===== src/hw/rtl/piu_pkg.sv =====
// Shared types and constants for the packed index palette unpacker.
`default_nettype none

package piu_pkg;

   // Field widths fixed by the interface
   localparam int IDX_W       = 8;
   localparam int COLOR_W     = 32;
   localparam int DEPTH_W     = 2;
   localparam int ROW_WIDTH_W = 13;
   localparam int PIX_POS_W   = 3;
   localparam int CSR_ADDR_W  = 4;
   localparam int CSR_DATA_W  = 32;

   // Defaults for the top-level parameters
   localparam int MAX_ROW_WIDTH_DEF   = 4096;
   localparam int PALETTE_ENTRIES_DEF = 256;

   // Register reset values
   localparam logic [DEPTH_W-1:0]     PIXEL_DEPTH_RESET = 2'd3;
   localparam logic [ROW_WIDTH_W-1:0] ROW_WIDTH_RESET   = 13'd640;
   localparam logic                   BYPASS_RESET      = 1'b0;

   // Transaction operation codes
   localparam logic OP_PIXEL     = 1'b0;
   localparam logic OP_PAL_WRITE = 1'b1;

   typedef enum logic [1:0] {
      REG_PIXEL_DEPTH    = 2'd0,
      REG_ROW_WIDTH      = 2'd1,
      REG_PALETTE_BYPASS = 2'd2
   } reg_index_type;

   typedef struct packed {
      logic [DEPTH_W-1:0]     pixel_depth;
      logic [ROW_WIDTH_W-1:0] row_width;
      logic                   palette_bypass;
   } cfg_type;

   typedef struct packed {
      logic [IDX_W-1:0] idx;
      logic             in_range;
      logic             row_end;
      logic             last;
   } pixel_type;

endpackage

`default_nettype wire


===== src/hw/rtl/piu_unpack.sv =====
// Input register, pixel slicer and column counter of the palette unpacker.
`default_nettype none

module piu_unpack
   import piu_pkg::*;
#(
   parameter int MAX_ROW_WIDTH   = MAX_ROW_WIDTH_DEF,
   parameter int PALETTE_ENTRIES = PALETTE_ENTRIES_DEF
) (
   input  wire logic                               clock,
   input  wire logic                               reset,
   input  wire logic                               req_valid,
   output      logic                               req_stall,
   input  wire logic                               req_op,
   input  wire logic [IDX_W-1:0]                   req_src_byte,
   input  wire logic [IDX_W-1:0]                   req_pal_index,
   input  wire logic [COLOR_W-1:0]                 req_pal_color,
   input  wire cfg_type                            cfg,
   input  wire logic                               out_ready,
   output      logic                               emit,
   output      pixel_type                          pix,
   output      logic                               ram_we,
   output      logic [$clog2(PALETTE_ENTRIES)-1:0] ram_waddr,
   output      logic [COLOR_W-1:0]                 ram_wdata,
   output      logic [$clog2(PALETTE_ENTRIES)-1:0] ram_raddr
);

   localparam int CNT_W = $clog2(MAX_ROW_WIDTH);
   localparam int CMP_W = ((CNT_W > ROW_WIDTH_W) ? CNT_W : ROW_WIDTH_W) + 1;
   localparam int AW    = $clog2(PALETTE_ENTRIES);

   logic                 a_valid_ff, a_valid_in;
   logic                 a_op_ff;
   logic [IDX_W-1:0]     a_byte_ff;
   logic [IDX_W-1:0]     a_pal_index_ff;
   logic [COLOR_W-1:0]   a_pal_color_ff;
   logic [PIX_POS_W-1:0] pos_ff, pos_in;
   logic [CNT_W-1:0]     count_ff, count_in;

   logic                 a_load, a_done, is_write;
   logic [3:0]           bits, pos_next, shift;
   logic [IDX_W-1:0]     mask, idx;
   logic                 byte_last, row_end;
   logic [CMP_W-1:0]     eff_width, rw_ext;

   assign is_write = a_valid_ff && (a_op_ff == OP_PAL_WRITE);

   // Pixel position within the byte, leftmost pixel in the top bits
   assign bits      = 4'd1 << cfg.pixel_depth;
   assign pos_next  = {1'b0, pos_ff} + 4'd1;
   assign shift     = 4'd8 - (pos_next << cfg.pixel_depth);
   assign mask      = IDX_W'((9'd1 << bits) - 9'd1);
   assign idx       = (a_byte_ff >> shift) & mask;
   assign byte_last = (pos_ff == PIX_POS_W'((4'd8 >> cfg.pixel_depth) - 4'd1));

   // Row width clamped to the range one through MAX_ROW_WIDTH
   assign rw_ext = CMP_W'(cfg.row_width);
   always_comb begin
      if (rw_ext == '0) begin
         eff_width = CMP_W'(1);
      end else if (rw_ext > CMP_W'(MAX_ROW_WIDTH)) begin
         eff_width = CMP_W'(MAX_ROW_WIDTH);
      end else begin
         eff_width = rw_ext;
      end
   end

   assign row_end = (CMP_W'(count_ff) + CMP_W'(1)) >= eff_width;

   assign emit      = a_valid_ff && (a_op_ff == OP_PIXEL) && out_ready;
   assign a_done    = is_write || (emit && (row_end || byte_last));
   assign req_stall = a_valid_ff && !a_done;
   assign a_load    = req_valid && !req_stall;

   assign pix.idx      = idx;
   assign pix.in_range = ({1'b0, idx} < (IDX_W + 1)'(PALETTE_ENTRIES));
   assign pix.row_end  = row_end;
   assign pix.last     = row_end || byte_last;

   assign ram_we    = is_write &&
                      ({1'b0, a_pal_index_ff} < (IDX_W + 1)'(PALETTE_ENTRIES));
   assign ram_waddr = a_pal_index_ff[AW-1:0];
   assign ram_wdata = a_pal_color_ff;
   assign ram_raddr = idx[AW-1:0];

   always_comb begin
      a_valid_in = a_valid_ff;
      pos_in     = pos_ff;
      count_in   = count_ff;
      if (a_done) begin
         a_valid_in = 1'b0;
      end
      if (emit) begin
         pos_in   = pos_ff + PIX_POS_W'(1);
         count_in = row_end ? '0 : CNT_W'(CMP_W'(count_ff) + CMP_W'(1));
      end
      if (a_load) begin
         a_valid_in = 1'b1;
         pos_in     = '0;
      end
   end

   always_ff @(posedge clock) begin
      if (reset) begin
         a_valid_ff <= 1'b0;
         pos_ff     <= '0;
         count_ff   <= '0;
      end else begin
         a_valid_ff <= a_valid_in;
         pos_ff     <= pos_in;
         count_ff   <= count_in;
      end
   end

   always_ff @(posedge clock) begin
      if (a_load) begin
         a_op_ff        <= req_op;
         a_byte_ff      <= req_src_byte;
         a_pal_index_ff <= req_pal_index;
         a_pal_color_ff <= req_pal_color;
      end
   end

endmodule

`default_nettype wire


===== config.mk =====
export PLATFORM = sky130hd
export DESIGN_NAME = piu_unpack
export DESIGN_NICKNAME = d
export VERILOG_FILES = /design/src/hw/rtl/piu_pkg.sv /design/src/hw/rtl/piu_unpack.sv
export SDC_FILE = /design/constraint.sdc
export NUM_CORES = 1
export LEC_CHECK = 0
export BUFFER_PORTS_ARGS = -buffer_cell sky130_fd_sc_hd__buf_4
export CAP_MARGIN = 10
export CORE_MARGIN = 10
export CORE_UTILIZATION = 30
export CTS_BUF_LIST = sky130_fd_sc_hd__clkbuf_4
export DETAILED_ROUTE_END_ITERATION = 6
export HOLD_SLACK_MARGIN = 0.03
export PLACE_DENSITY_LB_ADDON = 0.2
export SETUP_SLACK_MARGIN = 0.05
export SLEW_MARGIN = 10
export SYNTH_ARGS = -nofsm -noshare
export SYNTH_HDL_FRONTEND = slang
export SYNTH_SLANG_ARGS = --single-unit
export TNS_END_PERCENT = 30

===== constraint.sdc =====
create_clock -name clock -period 7.5 [get_ports clock]
set_clock_uncertainty 0.1 [all_clocks]
set_input_delay 0.375 -clock clock [delete_from_list [all_inputs] [get_ports clock]]
set_output_delay 0.375 -clock clock [all_outputs]
set_load 0.01 [all_outputs]

* Yosys cells after proc, flatten, opt, wreduce, memory -nomap -nowiden
Cells that the tools add are included.
** Storage, ports and cells
- Bits in registers :: 65
- Bits of input ports :: 69
- Output and inout bits :: 62
- Logic and storage cells :: 41
** Cells by class
- Add/subtract/negate cells :: 6
- Order comparisons :: 2
- Eq/ne operators :: 1
- Shifts and indexed selects :: 5
- Muxes and demuxes :: 5
- Bitwise logic cells :: 2
- Reduce and logical (&&, ||, !) cells :: 13
** Operators with widths (number)
- >= comparator 14 bit :: 1
- logical NOT 14 bit :: 1
- 2-to-1 mux 14 bit :: 1
- adder 12 x 1 -> 13 bit (second input constant) :: 1
- > comparator 13 bit (second input constant) :: 1
- 2-to-1 mux 13 bit :: 1
- 2-to-1 mux 12 bit :: 1
- AND 8 bit :: 1
- << shifter 1 x 4 -> 8 bit (first input constant) :: 1
- right shift 8 x 4 -> 8 bit :: 1
- subtractor 8 x 1 -> 8 bit (second input constant) :: 1
- logical AND 1 bit :: 6
- adder 3 x 1 -> 4 bit (second input constant) :: 1
- << shifter 1 x 2 -> 4 bit (first input constant) :: 1
- << shifter 4 x 2 -> 4 bit :: 1
- right shift 4 x 2 -> 3 bit (first input constant) :: 1
- subtractor 4 bit (first input constant) :: 1
- adder 3 x 1 -> 3 bit (second input constant) :: 1
- == test 3 bit :: 1
- subtractor 3 x 1 -> 3 bit (second input constant) :: 1
- logical NOT 1 bit :: 2
- logical OR 1 bit :: 2
- 2-to-1 mux 1 bit :: 2
- nonzero test 2 bit :: 1
- 2 further kinds :: 2

* Longest topological paths before layout
- Depth after elaboration :: 12
- Mapped depth :: 11
- Depth with buffers taken out :: 10

* Worst setup path after synthesis
Ideal clock, no wire load.
- Path type :: register to register
- Start point :: register count_ff[0]
- End point :: register a_byte_ff[0] (enable)
- Library setup time :: 0.388 ns
- Arrival time :: 2.785 ns
- Required time :: 7.012 ns
- Setup slack :: 4.227 ns
- Stages on the path, launching flop included :: 10
- Buffers on the path :: 0
- Period minus slack after synthesis :: 3.273 ns
- Cells stage by stage :: dfxtp_1 ha_1 nand3_1 nor3_1 xor2_1 ha_1 and3_1 nand2_1 o211ai_2 a31o_2
** RTL lines
- from (decl) :: RTL line piu_unpack.sv:38 : logic [CNT_W-1:0] count_ff, count_in;
- from (signal assigned) :: RTL line piu_unpack.sv:111 : count_ff <= count_in;
- to (signal assigned) :: RTL line piu_unpack.sv:118 : a_byte_ff <= req_src_byte;
- to (decl) :: RTL line piu_unpack.sv:34 : logic [IDX_W-1:0] a_byte_ff;

* Final worst setup path
- Start point :: register count_ff[0]
- End point :: register a_pal_index_ff[0] (netlist: ram_waddr[0]) (enable)
** Between the ends
- Cells in the longest elaborated chain, start to end :: 9
** Ends and longest elaborated chain
- adder 12 x 1 -> 13 bit
- >= comparator 14 bit :: RTL line piu_unpack.sv:68 : assign row_end = (CMP_W'(count_ff) + CMP_W'(1)) >= eff_width;
- logical OR 1 bit :: RTL line piu_unpack.sv:71 : assign a_done = is_write || (emit && (row_end || byte_last));
- logical AND 1 bit :: RTL line piu_unpack.sv:71
- logical OR 1 bit :: RTL line piu_unpack.sv:71
- logical NOT 1 bit :: RTL line piu_unpack.sv:72 : assign req_stall = a_valid_ff && !a_done;
- logical AND 1 bit :: RTL line piu_unpack.sv:72
- logical NOT 1 bit :: RTL line piu_unpack.sv:73 : assign a_load = req_valid && !req_stall;
- logical AND 1 bit :: RTL line piu_unpack.sv:73
- net a_load :: RTL line piu_unpack.sv:40 : logic a_load, a_done, is_write;
- to (signal assigned) :: RTL line piu_unpack.sv:119 : a_pal_index_ff <= req_pal_index;
- to (decl) :: RTL line piu_unpack.sv:35 : logic [IDX_W-1:0] a_pal_index_ff;
The timed path passes the listed nets, and every way through them passes these cells.
A chain may end at the register's enable or synchronous reset.

==> impl_metrics.env <==
export IMPL_r2r_start="count_ff[0]"
export IMPL_syn_inst=309
export IMPL_grt_pass1_wl_um=15300
export IMPL_synthXorXnorAreaFrac_pct=3.75
export IMPL_fmax_ghz=0.247
export IMPL_path_class="reg -> reg"
export IMPL_utilization_pct=44.8
export IMPL_die_w_um=127
export IMPL_slew_violations=0
export IMPL_hold_violations=0
export IMPL_hold_path_class="in -> reg"
export IMPL_switching_share_pct=26.5
export IMPL_synthFlopType="edfxtp_1"
export IMPL_worst_path_max_fanout=28
export IMPL_cts_sinks=65
export IMPL_grt_overflow=0
export IMPL_die_height_um=127
export IMPL_routabilityCongestion=0.810
export IMPL_root_buffer="clkbuf_4"
export IMPL_path_common_cell="ha_1"
export IMPL_synth_area_leaders="edfxtp_1 42%, dfxtp_1 9.2%, ha_1 6.5%"
export IMPL_power_density_nw_per_um2=163
export IMPL_worstPathCellList="ha_1 -> nand3_1 -> nor3_1 -> xor2_1 -> ha_1 -> and3_1 -> nand2_1 -> o211ai_2 -> a31o_2 -> buf_4"
export IMPL_syn_area_um2=3470
export IMPL_max_stage_delay_ns=0.59
export IMPL_p_leak_nw=2.11
export IMPL_ys_seq_area_share_pct=51.7
export IMPL_arrival_ns=4.02
export IMPL_rsz0062_at_grt="no"
export IMPL_grt_max_degree=29
export IMPL_worst_slew_pin_slew_ns=0.562
export IMPL_die_area_um2=16300
export IMPL_htreeDepth=3
export IMPL_yosysWarnings=0
export IMPL_fillers=1047
export IMPL_combPwrFrac_pct=21.2
export IMPL_postCtsSetupBuffers=0
export IMPL_area_delta_synth_final_pct=47.0
export IMPL_drt_iter0_drc=151
export IMPL_final_antenna_net_count=0
export IMPL_relSlewSlack_pct=62.5
export IMPL_io_pins=131
export IMPL_drive_above_1_share_pct=32.8
export IMPL_yosys_area_share_simple_pct=13.4
export IMPL_reg2regPathDepth=10
export IMPL_r2r_setup_slack_ns=3.46
export IMPL_viasPerCell=4.71
export IMPL_synth_compound_area_share_pct=14.8
export IMPL_drt_wl_total_um=9530
export IMPL_critPathSlowestCell="a31o_2"
export IMPL_cap_violations=0
export IMPL_cts_resized=0
export IMPL_synth_distinct_cells=58
export IMPL_pwr_share_clk_pct=28.5
export IMPL_r2r_end="ram_waddr[0]"
export IMPL_required_ns=7.48
export IMPL_syn_nets=396
export IMPL_yosys_area_top_type_share_pct=42.5
export IMPL_via_count=2930
export IMPL_firstDrtPassIters=4
export IMPL_antenna_found_initial=1
export IMPL_fin_crit_ns=4.04
export IMPL_wl_per_cell_um=15.3
export IMPL_start_util_pct=30.5
export IMPL_hold_path_endpoint="count_ff[3]"
export IMPL_power_switching_mw=0.220
export IMPL_clkTransAtPathRegs_ns=0.11
export IMPL_setup_viol=0
export IMPL_final_nets=560
export IMPL_hold_buffers=49
export IMPL_p_int_mw=0.611
export IMPL_synthMuxAreaShare_pct=3.86
export IMPL_first_global_vias=2993
export IMPL_period_share_pct=53.9
export IMPL_clkLatencyLatePin_ns=0.41
export IMPL_dp_hpwl_um=7200
export IMPL_crit_path_end_kind="flip-flop"
export IMPL_async_reset_ff_share_pct=0
export IMPL_cts_buffer_depth=2
export IMPL_start_kind="flip-flop"
export IMPL_ys_ff_latch=65
export IMPL_yosys_area_top_type="edfxtp_1"
export IMPL_io_buffers=128
export IMPL_synth_top_family_by_area="compound AO/OA/AOI/OAI gates"
export IMPL_outcome="finished, final reports clean"
export IMPL_cts_made_buffers=9
export IMPL_ir_drop_uv=105
export IMPL_seqPwrFrac_pct=50.3
export IMPL_tns_ns=0
export IMPL_cts_tree="done"
export IMPL_synth_fa_ha_area_share_pct=6.50
export IMPL_syn_area_per_cell_um2=11.2
export IMPL_fp_row_count=39
export IMPL_synth_edff_count=49
export IMPL_track_usage_pct=11.7
export IMPL_drcViolationCount=0
export IMPL_whs_path_depth=2
export IMPL_hp_start="reset"
export IMPL_core_um2=11400
state kept, by name (all words and copies together) (netlist names):
signal	flops
a_valid_ff	1
a_op_ff	1
count_ff	12
ram_waddr	8
ram_wdata	32
a_byte_ff	8
pos_ff	3
cells by family after synthesis:
group | count (synthesis)
AND/OR/NAND/NOR | 93
flip-flops | 65
adder cells (fa/ha/maj) | 18
multiplexers | 12
other | 1
AO/OA/AOI/OAI | 69
XOR/XNOR | 14
buffers and inverters | 37
stage by stage:
stage	cell area (um2)	power, mW	cells	worst slack [ns]	hold slack, ns
global route	5090	0.876	622	3.06	0.126
finish	5090	0.831	622	3.46	0.158
detailed placement	4460	0.584	556	3.42	0.353
CTS	5090	0.845	621	3.39	0.123
global placement	4460	0.582	556	3.43	0.342
floorplan	3470	0.508	309	4.23	0.332
cell type report:
class	count	area, um2	share of cell area [%]
multi-input cells	207	1470	28.8
repair buffers	179	1470	28.8
diodes	1	2.50	0.0491
inverters	11	43.8	0.860
clock inverters	6	67.6	1.33
flip-flops and latches	65	1790	35.2
well taps	143	179	3.51
clock buffers	10	75.1	1.47
power by group through the flow:
stage | combinational [mW] | clock, mW | sequential [mW]
after floorplan | 0.0742 | 0 | 0.433
after global placement | 0.157 | 0 | 0.426
after detailed placement | 0.158 | 0 | 0.426
after CTS | 0.179 | 0.247 | 0.418
after global routing | 0.193 | 0.263 | 0.421
final | 0.177 | 0.236 | 0.418
per-layer routing:
metal / vias to the layer above / global-route usage [%] / wire length (um)
met5: - / 0 / 0
met4: 0 / 5.29 / 142
met3: 9 / 5.29 / 894
met2: 91 / 18.6 / 4640
met1: 1340 / 13.0 / 3850
li1: 1490 / - / -
cells in the mapped netlist, drive strengths merged (2+ instances only):
cell type,instances
a211oi,6
a21oi,20
a31oi,5
a32oi,2
and2,2
buf,18
clkbuf,8
dfxtp,16
edfxtp,49
ha,18
inv,10
mux2i,10
nand2,36
nand2b,6
nand3,5
nand3b,2
nand4,3
nor2,13
nor2b,6
nor3,8
nor4,3
o2111ai,13
o211ai,3
o21ai,4
o221ai,2
o22ai,2
o32ai,3
or2b,2
or3,2
xnor2,7
xor2,7
worst max-delay path: cells and delay by family, from the launching register on:
kind	cells	cell delay, ns
adders and majority gates	2	0.54
DFF	1	0.44
buffers and inverters	1	0.44
AOI/OAI and AO/OA	2	1.07
xor gates and xnor gates	1	0.12
and+or+nand+nor	4	0.96
worst max path at each step:
stage | startpoint | end | cells past startpoint
2_1_floorplan | count_ff[0] | a_byte_ff[0] | 9
3_3_place_gp | count_ff[0] | ram_waddr[1] | 10
3_5_place_dp | count_ff[0] | ram_wdata[18] | 10
4_1_cts | count_ff[0] | ram_waddr[1] | 10
5_1_grt | count_ff[0] | ram_waddr[0] | 10
6_report | count_ff[0] | ram_waddr[0] | 10
placed cells by master (no fill, tap or decap), types with 6 or more instances in the layout:
cell type / Yosys / routed
edfxtp_1: 49 / 49
xnor2_1: 7 / 7
nor2_1: 12 / 12
nor2b_1: 6 / 6
nor3_1: 8 / 8
o2111ai_1: 13 / 13
ha_1: 18 / 18
nand2_1: 36 / 36
nand2b_1: 6 / 6
dfxtp_1: 16 / 16
dlygate4sd3_1: 0 / 49
buf_4: 12 / 130
mux2i_1: 10 / 10
clkbuf_4: 0 / 10
inv_1: 9 / 9
xor2_1: 6 / 6
a21oi_1: 20 / 20
No activity file was read; power rests on OpenSTA's default activity.
