$ cat src/hw/rtl/piu_pkg.sv
// Shared types and constants for the packed index palette unpacker.
`default_nettype none

package piu_pkg;

   // Field widths fixed by the interface
   localparam int IDX_W       = 8;
   localparam int COLOR_W     = 32;
   localparam int DEPTH_W     = 2;
   localparam int ROW_WIDTH_W = 13;
   localparam int PIX_POS_W   = 3;
   localparam int CSR_ADDR_W  = 4;
   localparam int CSR_DATA_W  = 32;

   // Defaults for the top-level parameters
   localparam int MAX_ROW_WIDTH_DEF   = 4096;
   localparam int PALETTE_ENTRIES_DEF = 256;

   // Register reset values
   localparam logic [DEPTH_W-1:0]     PIXEL_DEPTH_RESET = 2'd3;
   localparam logic [ROW_WIDTH_W-1:0] ROW_WIDTH_RESET   = 13'd640;
   localparam logic                   BYPASS_RESET      = 1'b0;

   // Transaction operation codes
   localparam logic OP_PIXEL     = 1'b0;
   localparam logic OP_PAL_WRITE = 1'b1;

   typedef enum logic [1:0] {
      REG_PIXEL_DEPTH    = 2'd0,
      REG_ROW_WIDTH      = 2'd1,
      REG_PALETTE_BYPASS = 2'd2
   } reg_index_type;

   typedef struct packed {
      logic [DEPTH_W-1:0]     pixel_depth;
      logic [ROW_WIDTH_W-1:0] row_width;
      logic                   palette_bypass;
   } cfg_type;

   typedef struct packed {
      logic [IDX_W-1:0] idx;
      logic             in_range;
      logic             row_end;
      logic             last;
   } pixel_type;

endpackage

`default_nettype wire

$ cat src/hw/rtl/piu_csr.sv
// APB-style configuration registers of the palette unpacker.
`default_nettype none

module piu_csr
   import piu_pkg::*;
(
   input  wire logic                  clock,
   input  wire logic                  reset,
   input  wire logic                  csr_psel,
   input  wire logic                  csr_penable,
   input  wire logic                  csr_pwrite,
   input  wire logic [CSR_ADDR_W-1:0] csr_paddr,
   input  wire logic [CSR_DATA_W-1:0] csr_pwdata,
   output      logic [CSR_DATA_W-1:0] csr_prdata,
   output      logic                  csr_pready,
   output      cfg_type               cfg
);

   cfg_type cfg_ff, cfg_in;
   logic    wr_en;
   logic [1:0] reg_sel;

   assign csr_pready = 1'b1;
   assign wr_en      = csr_psel && csr_penable && csr_pwrite;
   assign reg_sel    = csr_paddr[3:2];

   always_comb begin
      cfg_in = cfg_ff;
      if (wr_en) begin
         case (reg_sel)
            REG_PIXEL_DEPTH:    cfg_in.pixel_depth    = csr_pwdata[DEPTH_W-1:0];
            REG_ROW_WIDTH:      cfg_in.row_width      = csr_pwdata[ROW_WIDTH_W-1:0];
            REG_PALETTE_BYPASS: cfg_in.palette_bypass = csr_pwdata[0];
            default:            cfg_in = cfg_ff;
         endcase
      end
   end

   always_comb begin
      case (reg_sel)
         REG_PIXEL_DEPTH:    csr_prdata = CSR_DATA_W'(cfg_ff.pixel_depth);
         REG_ROW_WIDTH:      csr_prdata = CSR_DATA_W'(cfg_ff.row_width);
         REG_PALETTE_BYPASS: csr_prdata = CSR_DATA_W'(cfg_ff.palette_bypass);
         default:            csr_prdata = '0;
      endcase
   end

   always_ff @(posedge clock) begin
      if (reset) begin
         cfg_ff.pixel_depth    <= PIXEL_DEPTH_RESET;
         cfg_ff.row_width      <= ROW_WIDTH_RESET;
         cfg_ff.palette_bypass <= BYPASS_RESET;
      end else begin
         cfg_ff <= cfg_in;
      end
   end

   assign cfg = cfg_ff;

endmodule

`default_nettype wire

$ cat config.mk
export PLATFORM = sky130hd
export DESIGN_NAME = piu_csr
export DESIGN_NICKNAME = d
export VERILOG_FILES = /design/src/hw/rtl/piu_pkg.sv /design/src/hw/rtl/piu_csr.sv
export SDC_FILE = /design/constraint.sdc
export NUM_CORES = 1
export LEC_CHECK = 0
export BUFFER_PORTS_ARGS = -buffer_cell sky130_fd_sc_hd__clkbuf_2
export CORE_MARGIN = 4
export CORE_UTILIZATION = 30
export CTS_BUF_LIST = sky130_fd_sc_hd__clkbuf_16
export CTS_CLUSTER_SIZE = 25
export DETAILED_ROUTE_END_ITERATION = 7
export PLACE_DENSITY = 0.69
export SLEW_MARGIN = 20
export SYNTH_ARGS = -nofsm -noshare
export SYNTH_HDL_FRONTEND = slang
export SYNTH_SLANG_ARGS = --single-unit
$ cat constraint.sdc
create_clock -name clock -period 0.9 [get_ports clock]
set_clock_uncertainty 0.05 [all_clocks]
set_input_delay 0.09 -clock clock [delete_from_list [all_inputs] [get_ports clock]]
set_output_delay 0.09 -clock clock [all_outputs]
set_load 0.02 [all_outputs]
# Word level (Yosys, flattened, before mapping)

Index checks and enable logic that the tools add are counted.

Reduce and logical (&&, ||, !) cells: 6
Mux-type cells: 1
Equality and inequality tests: 2

Operators with widths:

| cell                                                            | number |
|---|---|
| 13-bit case mux with 3 select lines                             | 1 |
| 2-bit AND reduction                                             | 3 |
| 2-bit by 1-bit == test with 1-bit output, second input constant | 1 |
| 2-bit == test, second input constant                            | 1 |
| 1-bit logical AND                                               | 2 |
| 2-bit zero test                                                 | 1 |

Input port bits: 41
Word-level logic and storage cells: 12
Flip-flop bits (word level): 16

# Logic depth before layout (Yosys ltp)

Gate-level depths: netlist of run 1.

Depth in word-level cells: 3
Depth in mapped cells: 4
Gate-level depth less buffers: 3

# Least setup slack after synthesis of run 1

No wires, ideal clock.

Path kind: register to output
Start: register cfg_ff, in the netlist cfg[1]
End: output csr_prdata[0]
Path slack: -267 ps
Cell stages (with the launch flop): 3
Arrival time: 1,027 ps
Path through: dfxtp_1 mux2i_1 o21ai_0

Longest elaborated chain between the ends: 1

RTL lines:

| item                                | line          | text |
|---|---|---|
| start, declared                     | piu_csr.sv:19 | `cfg_type cfg_ff, cfg_in;` |
| start signal, assigned              | piu_csr.sv:54 | `cfg_ff <= cfg_in;` |
| 13-bit case mux with 3 select lines | piu_csr.sv:40 | `case (reg_sel)` |
| end, declared                       | piu_csr.sv:14 | `output logic [CSR_DATA_W-1:0] csr_prdata,` |

Every way passes these cells.

# Final worst setup path of run 1

Same ends and word-level chain as after synthesis.

==> out/results.tsv, run 1 <==
metric	value	unit
largest_reg_flops	16	
cts_tree	done	
cts.sinks	16	
synth_area	0.001001	mm²
cts-root-buf	clkbuf_16	
die_area	0.004324	mm²
ctsLongestPathBuffers	2	
yosys_warnings	0	
synthDistinctLibCells	17	
die_h	65.76	µm
path_clk_slew	0.05	ns
drc_errors	0	
synth-seq-area-share	32.00	%
finalSetupTns	-1.195	ns
layout_common_cells	23 x nand2b_1, 20 x conb_1, 20 x clkbuf_2	
antenna_found_initial	0	
fin_area	0.001677	mm²
critical_path_cell_count	3	
ir_drop	0.0008057	V
outcome	finished with violations	
hold_viol_final	0	
failed_checks	negative setup slack	
yosys-top-cells-area	dfxtp_1 32%, mux2i_1 18%, buf_4 15%	
yosysTopAreaCell	dfxtp_1	
worstPathCellList	mux2i_1, o21ai_2, clkbuf_8	
setup_viol	17	
crit_buf_inv	1	
cts_buffers	3	
core-area	0.003128	mm²
crit_path_top_delay_cell	dfxtp_2	
routedWlPerCell	11.60	µm
vias	856	
path_delay_family	flip-flops	
slew_violations	0	
min_period_over_period	120.1	%
ff2ff_path_depth	4	
placed_area	0.001260	mm²
rows	20	
maxCapViolCount	0	
arrival	0.94	ns
p_per_area	1169	mW/mm²
worstHoldPathType	in -> reg	
die_w	65.76	µm
rsz0062_at_grt	true	
fin_nets	215	
grt_start_max_net_pins	32	
viasPerCell	3.945	
io_buffers	48	
hpwl	1.695	mm
critPathLaunchType	flop	
synth_area_per_cell	8.937	µm²
cp_slowest_stage_delay	0.32	ns
final_layout_size_suffix_gt1_share	57.80	%
postLayoutSetupSlackWorst	-0.1812	ns
antenna_left	0	
start_util	32.00	%
cp-end-kind	output port	
ios	90	
syn_inst	112	
grt_use_total	12.38	%
gp_congestion	0.7098	
power.leakage	0.7740	nW
pre_cts_slack	-0.2319	ns
crit_fanout	2	
syn2layout_area_growth	67.50	%
antenna_cells	0	
utilization	53.60	%
first_global_vias	839	
clock.fmax	924.9	MHz
synth_top_area_share	32.00	%
ys_ff_latch	16	
grt_pass1_wl	4.071	mm
timing.final.crit_period	1.081	ns
drtIter0Drc	30	
final_common_cell	nand2b_1	
drt_pass1_iterations	3	
fin_worst_hold_slack	0.02556	ns
wl	2.518	mm
cts_htree_levels	1	
crit_required	0.76	ns
overflow	0	
whs_path_depth	3	
crit_type	reg -> out	
clock_latency	0.25	ns
## repair_timing
item                                    4_1_cts  5_1_grt
buffers inserted                              6        5
gates resized for setup                      59       37
endpoints found under the setup margin       27       27
hold buffers                                  0        0
pin swaps                                     2        0
## layer usage
layer  global-route usage, %  share of wire [%]  up-vias
met5                       0                  0        -
met4                   2.332                  0        0
met3                   4.274                7.8        0
met2                   20.65                 52       38
met1                   15.38                 40      379
li1                        -                  -      439
## path summary, 6_finish.rpt
path,start,to,slack (ns)
max,cfg[1],csr_prdata[0],-0.18
min,csr_pwdata[3],cfg[4],0.03
max reg2reg,cfg[2],cfg[2],0.07
min reg2reg,cfg[4],cfg[4],0.43
## metrics by stage
step | instances | total power, W
after floorplan | 130 | 0.0009952
after global placement | 203 | 0.001035
after detailed placement | 203 | 0.001036
after CTS | 213 | 0.001976
after global routing | 217 | 0.002058
final | 217 | 0.001960
## cells by family (layout without fill, tap and decap cells)
logic type | after synthesis | in the layout | synth area share [%]
AOI/OAI and AO/OA | 1 | 1 | 0.4995
muxes | 18 | 18 | 18.00
other | 2 | 20 | 0.7503
buffers and inverters | 25 | 68 | 18.00
and+or+nand+nor | 50 | 50 | 30.75
DFF | 16 | 16 | 32.00
## area by class of cell
type | count | area [µm²]
Sequential cell | 16 | 340.3
Timing Repair Buffer | 64 | 588.1
Tap cell | 44 | 55.05
Clock buffer | 3 | 75.07
Multi-Input combinational cell | 89 | 614.3
Clock inverter | 1 | 3.754
Fill cell | 287 | 1451
## power by group
| group | switching [W] | leakage [nW] | internal (W) | total, W |
|---|---|---|---|---|
| registers | 0.00000698 | 0.133 | 0.000720 | 0.000727 |
| logic | 0.000200 | 0.602 | 0.000159 | 0.000359 |
| clock network | 0.000284 | 0.0385 | 0.000590 | 0.000874 |
## synth_stat cells
cell      number
nand2b_1      23
buf_4         20
mux2i_1       18
dfxtp_1       16
and2_1        11
nor2_1         9
clkbuf_1       4
conb_1         2
and2b_2        1
buf_8          1
nand2_1        1
nand3_2        1
nand4_1        1
nor2b_2        1
nor3_1         1
nor3b_4        1
o21ai_0        1
## worst register-to-register path: stages (launching register included)
cell,delay [ns]
dfxtp_2,0.32
buf_6,0.11
buf_4,0.12
nand2b_1,0.06
mux2i_1,0.06
No activity file was read; power rests on OpenSTA's default activity.
==> run 2, diff against run 1 <==
Settings changed: CTS_CLUSTER_SIZE 25 to default, MAX_ROUTING_LAYER from default to met4.
==> run 2 against run 1 <==
  * The run still ends with negative setup slack left
  * Die area unchanged
  * First-iteration DRC count decreased by 27%
  * Count of clock-buffer cells in the layout unchanged
  * Critical path type unchanged
  * Global-route usage increased by 0.29 points
  * Worst hold slack about the same
  * Largest power group unchanged
  * Register-to-register slack about the same
  * Clock power increased by 0.6%
  * Wire length increased by 0.83%
  * Total power increased by 0.23%
  * Non-clock buffer count unchanged
  * Setup slack got worse by 0.0018 ns
  * Cell area unchanged
==> out/results.tsv, run 2 (synthesis gave the netlist of run 1 again) <==
metric	value	unit
outcome	finished with violations	
failed_checks	negative setup slack	
gp_congestion	0.7179	
worstHoldPathType	in -> reg	
crit_required	0.76	ns
cts-root-buf	clkbuf_16	
maxCapViolCount	0	
drc_errors	0	
timing.final.crit_period	1.083	ns
p_per_area	1172	mW/mm²
die_h	65.76	µm
r2r-end	cfg[2]	
die_area	0.004324	mm²
postLayoutSetupSlackWorst	-0.1829	ns
overflow	0	
utilization	53.60	%
r2r_slack	0.07	ns
rows	20	
cts_buffers	3	
syn2layout_area_growth	67.50	%
io_buffers	48	
setup_viol	17	
cp-end-kind	output port	
start_util	32.00	%
rsz0062_at_grt	true	
arrival	0.94	ns
drtIter0Drc	22	
antenna_found_initial	0	
min_period_over_period	120.3	%
grt_pass1_wl	4.071	mm
fin_nets	215	
routedWlPerCell	11.70	µm
hold_buffers	0	
slew_violations	0	
antenna_left	0	
ir_drop	0.0008051	V
cts_tree	done	
r2r_start	cfg[2]	
grt_start_max_net_pins	32	
power.leakage	0.7740	nW
cts_htree_levels	1	
ff2ff_path_depth	4	
hpwl	1.695	mm
first_global_vias	838	
wl	2.539	mm
crit_fanout	2	
layout_common_cells	23 x nand2b_1, 20 x conb_1, 20 x clkbuf_2	
cts.sinks	16	
die_w	65.76	µm
grt_use_total	12.67	%
clock_latency	0.25	ns
final_layout_size_suffix_gt1_share	57.80	%
antenna_cells	0	
crit_path_start	cfg[1]	
pre_cts_slack	-0.2319	ns
largest_reg_flops	16	
drt_pass1_iterations	3	
ios	90	
endpoint	csr_prdata[0]	
critPathLaunchType	flop	
crit_type	reg -> out	
ctsLongestPathBuffers	2	
viasPerCell	3.940	
final_common_cell	nand2b_1	
path_clk_slew	0.05	ns
core-area	0.003128	mm²
vias	855	
hold_viol_final	0	
clock.fmax	923.4	MHz
run 2: worst max-delay path, cell delays in order, from the launching register on:
cell and delay, ns:
dfxtp_2 0.32, mux2i_1 0.16, o21ai_2 0.07, clkbuf_8 0.14
run 2: per-layer routing:
layer / GRT usage (%) / up-vias / share of wire (%)
met5: - / - / 0
met4: 2.332 / 0 / 0.32
met3: 4.103 / 2 / 7.8
met2: 20.90 / 38 / 52
met1: 15.17 / 376 / 40
li1: - / 439 / -
run 2: report_power, final:
| part | internal [W] | total (W) | leakage, nW | switching, W |
|---|---|---|---|---|
| Combinational | 0.000159 | 0.000359 | 0.602 | 0.000200 |
| Clock | 0.000590 | 0.000879 | 0.0385 | 0.000289 |
| Sequential | 0.000720 | 0.000727 | 0.133 | 0.00000699 |
run 2: how the worst min path moves through the flow:
| stage | from | to | slack (ns) | depth (start not counted) |
|---|---|---|---|---|
| detailed placement | csr_pwdata[10] | cfg[11] | 0.30 | 3 |
| global route | csr_pwdata[10] | cfg[11] | 0.04 | 3 |
| global placement | csr_pwdata[8] | cfg[9] | 0.29 | 3 |
| CTS | csr_pwdata[3] | cfg[4] | 0.02 | 3 |
| finish | csr_pwdata[3] | cfg[4] | 0.03 | 3 |
| floorplan | csr_paddr[3] | csr_prdata[1] | 0.17 | 1 |
run 2: through the flow:
stage	cells	TNS [ns]	cell area, µm²	total power, W	hold WS [ns]
after floorplan	130	-0.2301	1087	0.0009952	0.1730
after global placement	203	-4.256	1260	0.001035	0.2893
after detailed placement	203	-4.636	1260	0.001036	0.2950
after CTS	213	-1.563	1597	0.001976	0.02319
after global routing	217	-1.757	1677	0.002058	0.03772
final	217	-1.208	1677	0.001965	0.02521
run 2: timing repair:
| item | in CTS | in global routing |
|---|---|---|
| endpoints found under the setup margin | 27 | 27 |
| pin swaps | 2 | 0 |
| setup buffers | 6 | 5 |
| hold endpoints to repair | 0 | 0 |
| gates resized for setup | 59 | 37 |
run 2: final cells by class:
type,count,area [µm²]
Timing Repair Buffer,64,588.1
Clock buffer,3,75.07
Clock inverter,1,3.754
Sequential cell,16,340.3
Tap cell,44,55.05
Multi-Input combinational cell,89,614.3
Fill cell,287,1451
==> run 3, diff against run 2 <==
Settings changed: PLACE_DENSITY 0.69 to 0.7.
==> run 3 against run 2 <==
  * First-iteration DRC count down 23%
  * Wire length shrank 5.2%
  * Largest cell class unchanged
  * Worst hold slack better by 0.00066 ns
  * Largest power group unchanged
  * Final cell count is the same
  * Critical path depth unchanged
  * Sequential power hardly changed
  * Count of clock-buffer cells in the layout unchanged
  * The flow still finishes with violations (negative setup slack)
==> out/results.tsv, run 3 (synthesis gave the netlist of run 1 again) <==
metric	value	unit
worstHoldPathType	in -> reg	
grt_use_total	11.61	%
largest_reg_flops	16	
worstPathCellList	mux2i_2, o21ai_2, clkbuf_8	
setup_viol	17	
first_global_vias	830	
rows	20	
fin_nets	215	
path_clk_slew	0.05	ns
drt_pass1_iterations	2	
fin_worst_hold_slack	0.02586	ns
final_layout_size_suffix_gt1_share	58.38	%
postLayoutSetupSlackWorst	-0.1754	ns
crit_fanout	2	
overflow	0	
cts_buffers	3	
arrival	0.94	ns
ir_drop	0.001002	V
slew_violations	0	
failed_checks	negative setup slack	
antenna_found_initial	0	
final_cells	217	
placed_area	0.001290	mm²
crit_path_top_delay_cell	dfxtp_2	
final_common_cell	nand2b_1	
viasPerCell	3.949	
layout_common_cells	23 x nand2b_1, 20 x conb_1, 19 x clkbuf_2	
grt_pass1_wl	3.877	mm
clock_latency	0.24	ns
io_buffers	48	
wl	2.408	mm
fin_area	0.001654	mm²
crit_required	0.76	ns
syn2layout_area_growth	65.25	%
cts.sinks	16	
die_h	65.76	µm
rsz0062_at_grt	true	
gp_congestion	0.7244	
vias	857	
hpwl	1.848	mm
dpl.cell_count	207	
cts-root-buf	clkbuf_16	
ctsLongestPathBuffers	2	
crit_type	reg -> out	
min_period_over_period	119.5	%
cp-end-kind	output port	
core-area	0.003128	mm²
critPathLaunchType	flop	
maxCapViolCount	0	
die_area	0.004324	mm²
clock.fmax	929.9	MHz
finalSetupTns	-1.253	ns
drc_errors	0	
power.leakage	0.7601	nW
antenna_cells	0	
timing.final.crit_period	1.075	ns
drtIter0Drc	17	
antenna_left	0	
ios	90	
start_util	32.00	%
grt_start_max_net_pins	14	
p_per_area	1173	mW/mm²
cts_htree_levels	1	
die_w	65.76	µm
cts_tree	done	
hold_viol_final	0	
cp_slowest_stage_delay	0.32	ns
routedWlPerCell	11.10	µm
outcome	finished with violations	
run 3: changes by cell type in the layout (fill, tap and decap cells not counted):
cell / previous run / this run
buf_12: 2 / 1
buf_6: 4 / 12
buf_8: 15 / 8
clkbuf_2: 20 / 19
clkbuf_8: 2 / 3
mux2i_1: 18 / 17
mux2i_2: 0 / 1
run 3: layout make-up:
type / count / area (µm²)
Sequential cell: 16 / 340.3
Clock inverter: 1 / 3.754
Clock buffer: 3 / 75.07
Tap cell: 44 / 55.05
Timing Repair Buffer: 64 / 561.8
Fill cell: 277 / 1474
Multi-Input combinational cell: 89 / 618.1
run 3: worst paths after layout:
kind	startpoint	to	slack (ns)	depth (start not counted)
min reg2reg	cfg[6]	cfg[6]	0.43	2
max	cfg[14]	csr_prdata[0]	-0.18	3
min	csr_pwdata[6]	cfg[7]	0.03	3
max reg2reg	cfg[13]	cfg[13]	0.07	4
run 3: worst max-delay path: cells and delay by family (launching register included):
kind	cells	cell delay, ns
buffers and inverters	1	0.15
muxes	1	0.15
AOI/OAI and AO/OA	1	0.07
DFF	1	0.32
run 3: what timing repair did:
action / 4_1_cts / 5_1_grt
hold buffers: 0 / 0
resized for setup: 44 / 55
setup endpoints to repair: 26 / 26
setup buffers: 5 / 1
hold endpoints to repair: 0 / 0
pin swaps: 2 / 2
run 3: layer usage:
layer | track usage [%] | up-vias | wire (µm)
met1 | 14.15 | 385 | 1017
met2 | 19.52 | 33 | 1227
met3 | 3.248 | 0 | 163
li1 | - | 439 | -
met4 | 1.554 | 0 | 0
met5 | - | - | 0
run 3: report_power, final:
part	internal, W	total, W	switching, W	leakage [nW]
registers	0.000720	0.000728	0.00000769	0.133
clock network	0.000589	0.000859	0.000270	0.0385
logic	0.000156	0.000354	0.000197	0.588
run 3: through the flow:
step	power, W	setup slack [ns]	utilization (%)
after detailed placement	0.001047	-0.1290	41.24
final	0.001941	-0.1754	52.88
after global placement	0.001045	-0.09203	41.24
after floorplan	0.0009952	-0.02729	-
after CTS	0.001947	-0.1891	49.40
after global routing	0.002041	-0.2228	52.88
